[src/design/mtlc_pkg.sv]
// Shared types, constants and codes for the mesh triangle loop checker.
`default_nettype none
package mtlc_pkg;

  localparam int EDGE_DEPTH     = 1024;
  localparam int POINT_BITS     = 16;
  localparam int EDGE_ADDR_BITS = $clog2(EDGE_DEPTH);
  localparam int SLOT_BITS      = 10;
  localparam int CORNER_BITS    = 16;
  localparam int COUNT_BITS     = 16;

  localparam logic [COUNT_BITS-1:0] COUNT_MAX = {COUNT_BITS{1'b1}};

  typedef enum logic [1:0] {
    OP_WRITE_EDGE = 2'd0,
    OP_CHECK      = 2'd1,
    OP_BEGIN_MESH = 2'd2,
    OP_UNUSED     = 2'd3
  } op_t;

  typedef enum logic [1:0] {
    STATUS_VALID   = 2'd0,
    STATUS_INVALID = 2'd1,
    STATUS_SKIPPED = 2'd2,
    STATUS_UNUSED  = 2'd3
  } status_t;

  typedef enum logic [1:0] {
    ST_IDLE,
    ST_READ_B,
    ST_READ_C,
    ST_EVAL
  } state_t;

  typedef logic [POINT_BITS-1:0] point_t;

  // One edge table entry: first endpoint in the low half.
  typedef struct packed {
    point_t second;
    point_t first;
  } edge_word_t;

  typedef struct packed {
    logic [1:0]           op;
    logic [SLOT_BITS-1:0] edge_slot;
    logic [15:0]          point_first;
    logic [15:0]          point_second;
    logic [SLOT_BITS-1:0] edge_ref_a;
    logic                 forward_a;
    logic [SLOT_BITS-1:0] edge_ref_b;
    logic                 forward_b;
    logic [SLOT_BITS-1:0] edge_ref_c;
    logic                 forward_c;
    logic                 last_face;
  } req_item_t;

  typedef struct packed {
    logic [1:0]             status;
    logic [CORNER_BITS-1:0] corner_a;
    logic [CORNER_BITS-1:0] corner_b;
    logic [CORNER_BITS-1:0] corner_c;
    logic [COUNT_BITS-1:0]  face_number;
    logic                   mesh_ready;
  } res_item_t;

  // Per-face control handed to the loop evaluator.
  typedef struct packed {
    logic                  forward_a;
    logic                  forward_b;
    logic                  forward_c;
    logic                  in_range_a;
    logic                  in_range_b;
    logic                  in_range_c;
    logic                  last_face;
    logic                  error_seen;
    logic [COUNT_BITS-1:0] face_number;
  } face_ctl_t;

  function automatic logic slot_in_range(input logic [SLOT_BITS-1:0] slot);
    return 32'(slot) < 32'(EDGE_DEPTH);
  endfunction

endpackage
`default_nettype wire

[src/design/mtlc_loop_eval.sv]
// Orients edges A, B and C, checks the closed loop and builds the result item.
`default_nettype none
module mtlc_loop_eval (
  input  mtlc_pkg::edge_word_t edge_a,
  input  mtlc_pkg::edge_word_t edge_b,
  input  mtlc_pkg::edge_word_t edge_c,
  input  mtlc_pkg::face_ctl_t  ctl,
  output mtlc_pkg::res_item_t  res,
  output logic                 fail
);

  mtlc_pkg::point_t s0, e0, s1, e1, s2, e2;
  mtlc_pkg::edge_word_t ea, eb, ec;
  logic bad_loop;

  always_comb begin
    // An out-of-range reference reads as the pair (0, 0).
    ea = ctl.in_range_a ? edge_a : '0;
    eb = ctl.in_range_b ? edge_b : '0;
    ec = ctl.in_range_c ? edge_c : '0;
    s0 = ctl.forward_a ? ea.first : ea.second;
    e0 = ctl.forward_a ? ea.second : ea.first;
    s1 = ctl.forward_b ? eb.first : eb.second;
    e1 = ctl.forward_b ? eb.second : eb.first;
    s2 = ctl.forward_c ? ec.first : ec.second;
    e2 = ctl.forward_c ? ec.second : ec.first;

    bad_loop = (s0 == e0) || (e0 != s1) || (s1 == e1) || (e1 != s2) ||
               (s2 == e2) || (e2 != s0);

    res = '0;
    res.face_number = ctl.face_number;
    fail = 1'b0;
    if (ctl.error_seen) begin
      res.status = mtlc_pkg::STATUS_SKIPPED;
    end else if (bad_loop) begin
      res.status = mtlc_pkg::STATUS_INVALID;
      fail = 1'b1;
    end else begin
      res.status     = mtlc_pkg::STATUS_VALID;
      res.corner_a   = mtlc_pkg::CORNER_BITS'(s0);
      res.corner_b   = mtlc_pkg::CORNER_BITS'(s1);
      res.corner_c   = mtlc_pkg::CORNER_BITS'(s2);
      res.mesh_ready = ctl.last_face;
    end
  end

endmodule
`default_nettype wire
[config.mk]
export PLATFORM = sky130hd
export DESIGN_NAME = mtlc_loop_eval
export DESIGN_NICKNAME = d
export VERILOG_FILES = /design/src/design/mtlc_pkg.sv /design/src/design/mtlc_loop_eval.sv
export SDC_FILE = /design/constraint.sdc
export NUM_CORES = 1
export LEC_CHECK = 0
export CAP_MARGIN = 20
export CORE_ASPECT_RATIO = 2
export CORE_UTILIZATION = 40
export DETAILED_ROUTE_END_ITERATION = 16
export DONT_BUFFER_PORTS = 1
export PLACE_DENSITY = 0.66
export SETUP_SLACK_MARGIN = 0.4
export SYNTH_ARGS = -nofsm -noshare
export SYNTH_HDL_FRONTEND = slang
export SYNTH_SLANG_ARGS = --single-unit
[constraint.sdc]
create_clock -name vclk -period 6.08
set_input_delay 0.608 -clock vclk [all_inputs]
set_output_delay 0.608 -clock vclk [all_outputs]
set_load 0.05 [all_outputs]
==> impl_metrics.tcl, run 1 <==
set metrics [dict create \
    status "complete, no violations" \
    finalHoldViolations 0 \
    io_pins 188 \
    clkbuf_count 0 \
    total_negative_slack_ps 0 \
    cp.required_ps 5470 \
    post-route-period-util 0.764 \
    seq_power_share 0 \
    synth.distinct_cells 57 \
    syn_inst 526 \
    ys_top_cells_by_area "mux2_2 (20%), xnor2_1 (13%), mux2i_1 (9.3%)" \
    track_usage 0.279 \
    worst-slew-pin-transition_ps 953 \
    grt.overflow.total 0 \
    avgRoutedWirePerCell_um 25.0 \
    hold_buffers 0 \
    synth_area_per_cell_um2 7.35 \
    critPathMaxFanout 48 \
    cp_class "in2out" \
    comb_power_share 1.000 \
    most-common-layout-cells "mux2_2 (70), xnor2_1 (58), nand2_1 (57), mux2i_1 (36), nor3_2 (34)" \
    timing.final.crit_period_ps 4650 \
    drt_wl_total_um 14700 \
    first_pass_iters 5 \
    mostFrequentLayoutCell "mux2_2" \
    synth_seq_area_share 0 \
    antenna_left 0 \
    setup_viol 0 \
    slew_violations 0 \
    grt_first_pass_wirelength_um 21700 \
    design.seq.count 0 \
    power.density_mw_per_mm2 62.5 \
    fp.coreArea_mm2 0.00938 \
    drt_iter0_drc 312 \
    instances_no_fill 590 \
    initial_antenna_violation_count 0 \
    switching_power_w 0.000130 \
    synth_largest_area_cell "mux2_2" \
    synth_area_mm2 0.00386 \
    synth_top_area_frac 0.204 \
    clkPwrFrac 0 \
    critical_path_end_type "output pin" \
    replace_congestion 0.952 \
    critPathLaunchType "input port" \
    post_cts.resized_instances 0 \
    drive_above_1_share 0.309 \
    upper_clock_frequency_limit_mhz 215 \
    p_leak_nw 1.24 \
    hold_end "res[13]" \
    timing.slew.headroom 0.361 \
    start_util 0.412 \
    netSwitchingFraction 0.523 \
    timing.hold.worst_path_depth 0 \
    finish.net_count 608 \
    chipHeight_um 141 \
    number_of_global_route_vias_before_repair 3967 \
    placed_cells_incl_taps 590 \
    maxCapViolCount 0 \
    p_int_w 0.000119 \
    ys.warnings.count 0 \
    combined_flip_flop_and_latch_cell_area_um2 0 \
    die_w_um 71.5 \
    cp.arrival_ps 4040 \
    grt_start_max_net_pins 49 \
    std_cell_rows 50 \
    buffer_ports.inserted 0 \
    holdCritStartpoint "ctl[12]" \
    vdd.ir_drop.worst_uv 20.2 \
    vias_per_cell 6.98 \
    post_cts_buffers 0 \
    dr_total_vias 4117 \
    residual_drc_count 0 \
    synthesis.nets 646 \
    hold_crit_class "in2out" \
    rsz0062_at_grt "false" \
    dieArea_mm2 0.0101 \
    antenna-diode-count 0 \
    finish.utilization 0.426 \
    area_growth_pct 3.33 \
    post-dp-hpwl_um 12000 \
]
worst max-delay path by stage:
| stage | from | endpoint | slack, ps | depth (start not counted) |
|---|---|---|---|---|
| detailed placement | ctl[18] | res[23] | 1490 | 8 |
| floorplan | ctl[23] | res[34] | 1590 | 10 |
| finish | ctl[18] | res[23] | 1430 | 8 |
| global placement | ctl[18] | res[23] | 1600 | 8 |
| CTS | ctl[18] | res[23] | 1480 | 8 |
| global route | ctl[18] | res[23] | 1260 | 8 |
critical path, stage by stage:
cell       delay (ps)
clkinv_1          460
nor2_1            530
o2111ai_1         180
o21ai_0           110
nor4b_2           300
nand4_4           560
buf_4             480
nor3_2            760
synth_stat cells (all sizes together):
master	n
o21ba	1
nand3	17
a2bb2oi	1
a31o	2
and4	1
xnor2	58
o31a	1
o21a	1
nor2b	2
o2bb2ai	2
a31oi	2
inv	6
nand2b	6
clkbuf	18
o21ai	20
o211a	2
nor2	11
nand4	23
nand4b	2
and3	8
a311oi	5
or3b	1
nor4b	4
a32oi	3
clkinv	1
nor4	25
a22oi	4
o31ai	1
a211oi	3
nand2	59
mux2	74
nor3	39
xor2	3
a21o	6
a211o	1
nor4bb	2
mux2i	37
o32ai	4
o2111ai	4
a21oi	16
o22ai	2
buf	40
o211ai	5
or4b	3
cells by family (layout without fill, tap and decap cells):
| kind of cell | after synthesis | in the layout | synth area share |
|---|---|---|---|
| and+or+nand+nor | 203 | 203 | 0.296 |
| buffers and inverters | 65 | 25 | 0.0981 |
| xor gates and xnor gates | 61 | 61 | 0.138 |
| AOI/OAI and AO/OA | 86 | 86 | 0.153 |
| muxes | 111 | 111 | 0.314 |
per-stage QoR:
stage,hold WS [ps],instance area [µm²],power (W),worst slack [ps]
after floorplan,1380,3860,0.000247,1590
after global placement,1220,3990,0.000244,1600
after detailed placement,1220,3990,0.000246,1490
after CTS,1220,3990,0.000248,1480
after global routing,1220,3990,0.000267,1260
final,1220,3990,0.000249,1430
power groups by stage:
stage,clock (W),sequential [W],combinational (W)
after CTS,0,0,0.000248
after global placement,0,0,0.000244
after floorplan,0,0,0.000247
after detailed placement,0,0,0.000246
after global routing,0,0,0.000267
final,0,0,0.000249
layer usage:
layer | GRT usage | up-vias | part of all wire
met5 | 0 | - | 0
met4 | 0.202 | 0 | 0.085
met3 | 0.0315 | 57 | 0.058
met2 | 0.496 | 206 | 0.50
met1 | 0.297 | 1965 | 0.35
li1 | - | 1889 | -
layout make-up:
type	instances	area, µm²
Multi-Input combinational cell	461	3700
Tap cell	104	130
Inverter	7	26.3
Fill cell	989	5390
Timing Repair Buffer	18	135
(Power assumes the default switching activity.)
==> run 2: changes to the inputs <==
--- a/config.mk
+++ b/config.mk
@@ -5,6 +5,7 @@
 export SDC_FILE = /design/constraint.sdc
 export NUM_CORES = 1
 export LEC_CHECK = 0
+export ABC_AREA = 1
 export CAP_MARGIN = 20
 export CORE_ASPECT_RATIO = 2
 export CORE_UTILIZATION = 40
==> constraint.sdc (replaced) <==
create_clock -name vclk -period 4.41
set_input_delay 0.441 -clock vclk [all_inputs]
set_output_delay 0.441 -clock vclk [all_outputs]
set_load 0.05 [all_outputs]
==> run 2 against run 1 <==
Effect of this change: clock-buffer cell count is the same; hold slack got worse by 330 ps; non-clock buffer count rose by 36; critical path depth increased by 5; setup slack worse by 400 ps; via count grew 43%; area after synthesis is 22% higher; utilization decreased by 0.92 points; critical path type unchanged; critical endpoint is now res[36]; highest routed layer unchanged.
==> impl_metrics.tcl, run 2 <==
set metrics [dict create \
    status "complete, no violations" \
    timing.slew.headroom 0.598 \
    maxCapViolCount 0 \
    drive_above_1_share 0.133 \
    critical_path_cell_by_cell "inv_2 -> nand3_1 -> nand2_1 -> nand3_1 -> nand2_1 -> nand2_1 -> nor2_1 -> nand2_1 -> nor2_2 -> nand3_4 -> buf_4 -> nor3_2 -> buf_4" \
    synthesis.nets 1134 \
    hold_crit_class "in2out" \
    critPathLaunchType "input port" \
    buffer_ports.inserted 0 \
    finish.net_count 1112 \
    critPathMostFrequentCell "nand2_1" \
    grt_first_pass_wirelength_um 26800 \
    timing.final.crit_period_ps 3380 \
    power.density_mw_per_mm2 86.3 \
    total_negative_slack_ps 0 \
    std_cell_rows 55 \
    dieArea_mm2 0.0122 \
    vias_per_cell 5.21 \
    synth_seq_area_share 0 \
    setup_viol 0 \
    drt_wl_total_um 18200 \
    cp_slowest_stage_delay_ps 430 \
    slew_violations 0 \
    synth_area_per_cell_um2 4.64 \
    cp_class "in2out" \
    cp.arrival_ps 2940 \
    critical_path_end_type "output pin" \
    syn_inst 1014 \
    ys_top_cells_by_area "nand2_1 (48%), nor3_2 (10%), nand3_1 (8.7%)" \
    track_usage 0.288 \
    hold_buffers 0 \
    rsz0062_at_grt "false" \
    post_cts.resized_instances 0 \
    fp.coreArea_mm2 0.0114 \
    area_growth_pct 0.559 \
    synth_top_area_frac 0.477 \
    start_util 0.414 \
    vdd.ir_drop.worst_uv 33.7 \
    synth_commonest_cells "nand2_1 (597), nand3_1 (82), nor2_1 (70)" \
    critPathMaxFanout 41 \
    antenna-diode-count 0 \
    die_w_um 78.7 \
    avgRoutedWirePerCell_um 16.0 \
    dr_total_vias 5898 \
    clkbuf_count 0 \
    post-dp-hpwl_um 14900 \
    p_leak_nw 2.76 \
    combined_flip_flop_and_latch_cell_area_um2 0 \
    grt.overflow.total 0 \
    synth.distinct_cells 23 \
    most-common-layout-cells "nand2_1 (597), nand3_1 (82), nor2_1 (69), inv_1 (56), buf_4 (53)" \
    mostFrequentLayoutCell "nand2_1" \
    most_common_cell_in_the_synthesized_netlist "nand2_1" \
    io_pins 188 \
    chipHeight_um 155 \
    worst-slew-pin-transition_ps 599 \
    synth_largest_area_cell "nand2_1" \
    ys.warnings.count 0 \
    design.seq.count 0 \
    cp.required_ps 3970 \
    number_of_global_route_vias_before_repair 5236 \
    post-route-period-util 0.766 \
    replace_congestion 1.02 \
    cp_slowest_cell "nand3_4" \
    final_total_pwr_w 0.000408 \
    upper_clock_frequency_limit_mhz 296 \
    residual_drc_count 0 \
    multi_input_comb_area_mm2 0.00386 \
    fill_cells 1319 \
    grt_start_max_net_pins 62 \
    drt_iter0_drc 308 \
    synth_area_mm2 0.00470 \
    antenna_left 0 \
    initial_antenna_violation_count 0 \
    finalHoldViolations 0 \
    first_pass_iters 5 \
    post_cts_buffers 0 \
]
[run 2: cell count changes in the layout (fill, tap and decap cells not counted), moves of 14 or more]
cell     change
a21oi_1     -14
nor4_2      -16
nand3_1     +65
nor2_1      +58
o21ai_1     +17
mux2_2      -70
mux2i_1     -36
buf_4       +35
inv_1       +50
xnor2_1     -45
nor3_2      +15
nand2_1    +540
nand4_1     -16
[run 2: path summary, 6_finish.rpt]
path                  cells past startpoint     from  endpoint
worst max-delay path                     13  ctl[22]   res[36]
worst min-delay path                      0   ctl[0]    res[1]
[run 2: power by group]
group	switching (W)	total (W)	internal (W)
combinational	0.000280	0.000408	0.000129
clock	0	0	0
sequential	0	0	0
total	0.000280	0.000408	0.000129
[run 2: critical path: cells and delay by family]
kind	cells	cell delay, ps
buf+inv	3	990
simple gates	10	1470
[run 2: logic make-up (layout without fill, tap and decap cells)]
kind of cell,after synthesis,after routing,synth area share
AOI/OAI and AO/OA,31,31,0.0343
xor gates and xnor gates,15,15,0.0279
and+or+nand+nor,820,820,0.759
buffers and inverters,148,124,0.179
[run 2: area by class of cell]
class | instances | share of cell area
inverter | 70 | 0.0556
multi-input combinational | 866 | 0.817
tap | 142 | 0.0376
timing repair buffer | 54 | 0.0900
[run 2: metal layers]
layer  vias up  track usage  part of all wire
met3        79       0.0581             0.074
met2       242        0.513              0.50
li1       3048            -                 -
met5         -            0                 0
met4         0        0.243             0.099
met1      2529        0.275              0.33
[run 2: stage by stage]
step	util	worst slack, ps	cells	area [µm²]	hold WS [ps]
after floorplan	-	1290	1014	4700	1050
after global placement	0.414	1080	1131	4700	882
after detailed placement	0.414	1050	1131	4700	882
after CTS	0.414	1040	1131	4700	882
after global routing	0.416	782	1132	4730	882
final	0.416	1030	1132	4730	882
==> run 3: changes to the inputs <==
==> constraint.sdc (replaced) <==
create_clock -name vclk -period 3.3
set_input_delay 0.33 -clock vclk [all_inputs]
set_output_delay 0.33 -clock vclk [all_outputs]
set_load 0.05 [all_outputs]
==> run 3 against run 2 <==
Effect of this change: global-route usage shrank 0.56 points; final cell count rose by 0.35%; combinational power up 33%; via count rose by 1.5%; design area increased by 0.53%; die area stayed put; sequential share of layout area did not move; setup slack got worse by 450 ps; hold slack got worse by 220 ps; power increased by 33%; largest cell class unchanged.
==> impl_metrics.tcl, run 3 (same netlist as run 2, synthesis figures left out) <==
set metrics [dict create \
    status "complete, no violations" \
    hold_buffers 0 \
    cp.required_ps 2970 \
    dieArea_mm2 0.0122 \
    most-common-layout-cells "nand2_1 (597), nand3_1 (82), nor2_1 (69), buf_4 (57), inv_1 (56)" \
    timing.hold.worst_path_depth 0 \
    start_util 0.414 \
    number_of_global_route_vias_before_repair 5330 \
    design.seq.count 0 \
    placedInstanceArea_mm2 0.00475 \
    placed_cells_incl_taps 1136 \
    hold_end "res[1]" \
    cp.arrival_ps 2390 \
    maxCapViolCount 0 \
    critPathLaunchType "input port" \
    vdd.ir_drop.worst_uv 33.5 \
    area_growth_pct 1.09 \
    initial_antenna_violation_count 0 \
    finalHoldViolations 0 \
    critPathMaxFanout 61 \
    slew_violations 0 \
    rsz0062_at_grt "false" \
    timing.slew.headroom 0.632 \
    fp.coreArea_mm2 0.0114 \
    post-route-period-util 0.824 \
    chipHeight_um 155 \
    track_usage 0.282 \
    antenna_left 0 \
    final_cell_area_mm2 0.00475 \
    holdCritStartpoint "ctl[0]" \
    drt_wl_total_um 17900 \
    mostFrequentLayoutCell "nand2_1" \
    fill_cells 1330 \
    cp_class "in2out" \
    combined_flip_flop_and_latch_cell_area_um2 0 \
    vias_per_cell 5.27 \
    antenna-diode-count 0 \
    total_negative_slack_ps 0 \
    power.density_mw_per_mm2 114 \
    cp_slowest_cell "inv_2" \
    p_leak_nw 2.77 \
    die_w_um 78.7 \
    post-dp-hpwl_um 14800 \
    worst-slew-pin-transition_ps 549 \
    buffer_ports.inserted 0 \
    cp.depth 13 \
    avgRoutedWirePerCell_um 15.7 \
    residual_drc_count 0 \
    crit_buf_inv 4 \
    std_cell_rows 55 \
    grt.overflow.total 0 \
    finish.net_count 1116 \
    path_delay_family "simple AND/OR/NAND/NOR gates" \
    instances_no_fill 1136 \
    critical_path_cell_by_cell "inv_2 -> nand2_1 -> nand2_1 -> inv_1 -> nand2_1 -> nand2_1 -> nor2_1 -> nand2_1 -> nor2_2 -> nand3_4 -> buf_4 -> nor3_2 -> buf_4" \
    timing.final.crit_period_ps 2720 \
    dr_total_vias 5987 \
    upper_clock_frequency_limit_mhz 368 \
    cp_slowest_stage_delay_ps 320 \
    first_pass_iters 5 \
    critPathMostFrequentCell "nand2_1" \
    critical_path_end_type "output pin" \
    setup_viol 0 \
    hold_crit_class "in2out" \
    clkbuf_count 0 \
    grt_first_pass_wirelength_um 26500 \
    worst_slack_ps 580 \
    io_pins 188 \
    drive_above_1_share 0.137 \
    grt_start_max_net_pins 62 \
    preCtsSetupSlack_ps 587 \
    replace_congestion 1.01 \
    drt_iter0_drc 373 \
]
## run 3: what timing repair did
item                                    CTS  global route
buffers inserted                          0             0
endpoints found under the setup margin    0            13
resized for setup                         0             2
## run 3: metrics by stage
| step | utilization | hold WS [ps] | power, W |
|---|---|---|---|
| 2_1_floorplan | - | 827 | 0.000529 |
| 3_3_place_gp | 0.418 | 660 | 0.000530 |
| 3_5_place_dp | 0.418 | 660 | 0.000533 |
| 4_1_cts | 0.418 | 660 | 0.000535 |
| 5_1_grt | 0.419 | 660 | 0.000608 |
| 6_report | 0.419 | 660 | 0.000544 |
## run 3: layout make-up
class	instances	area [µm²]	share of cell area
multi-input cells	866	3860	0.813
repair buffers	58	448	0.0942
inverters	70	265	0.0558
well taps	142	178	0.0374
## run 3: how the worst max path moves through the flow
stage | startpoint | to | slack (ps)
floorplan | ctl[19] | res[65] | 400
global placement | ctl[22] | res[23] | 610
detailed placement | ctl[22] | res[28] | 590
CTS | ctl[22] | res[28] | 580
global route | ctl[21] | res[28] | 400
finish | ctl[21] | res[49] | 580
## run 3: report_power, final
| group | switching, W | total (W) | internal (W) | leakage [nW] |
|---|---|---|---|---|
| Clock | 0 | 0 | 0 | 0 |
| Combinational | 0.000371 | 0.000544 | 0.000173 | 2.77 |
| Sequential | 0 | 0 | 0 | 0 |
| Total | 0.000371 | 0.000544 | 0.000173 | 2.77 |
## run 3: metal layers
| layer | global-route usage | wire (µm) | vias up |
|---|---|---|---|
| li1 | - | - | 3050 |
| met2 | 0.505 | 8760 | 272 |
| met4 | 0.272 | 2000 | 0 |
| met1 | 0.259 | 5690 | 2567 |
| met3 | 0.0516 | 1420 | 98 |
| met5 | 0 | 0 | - |
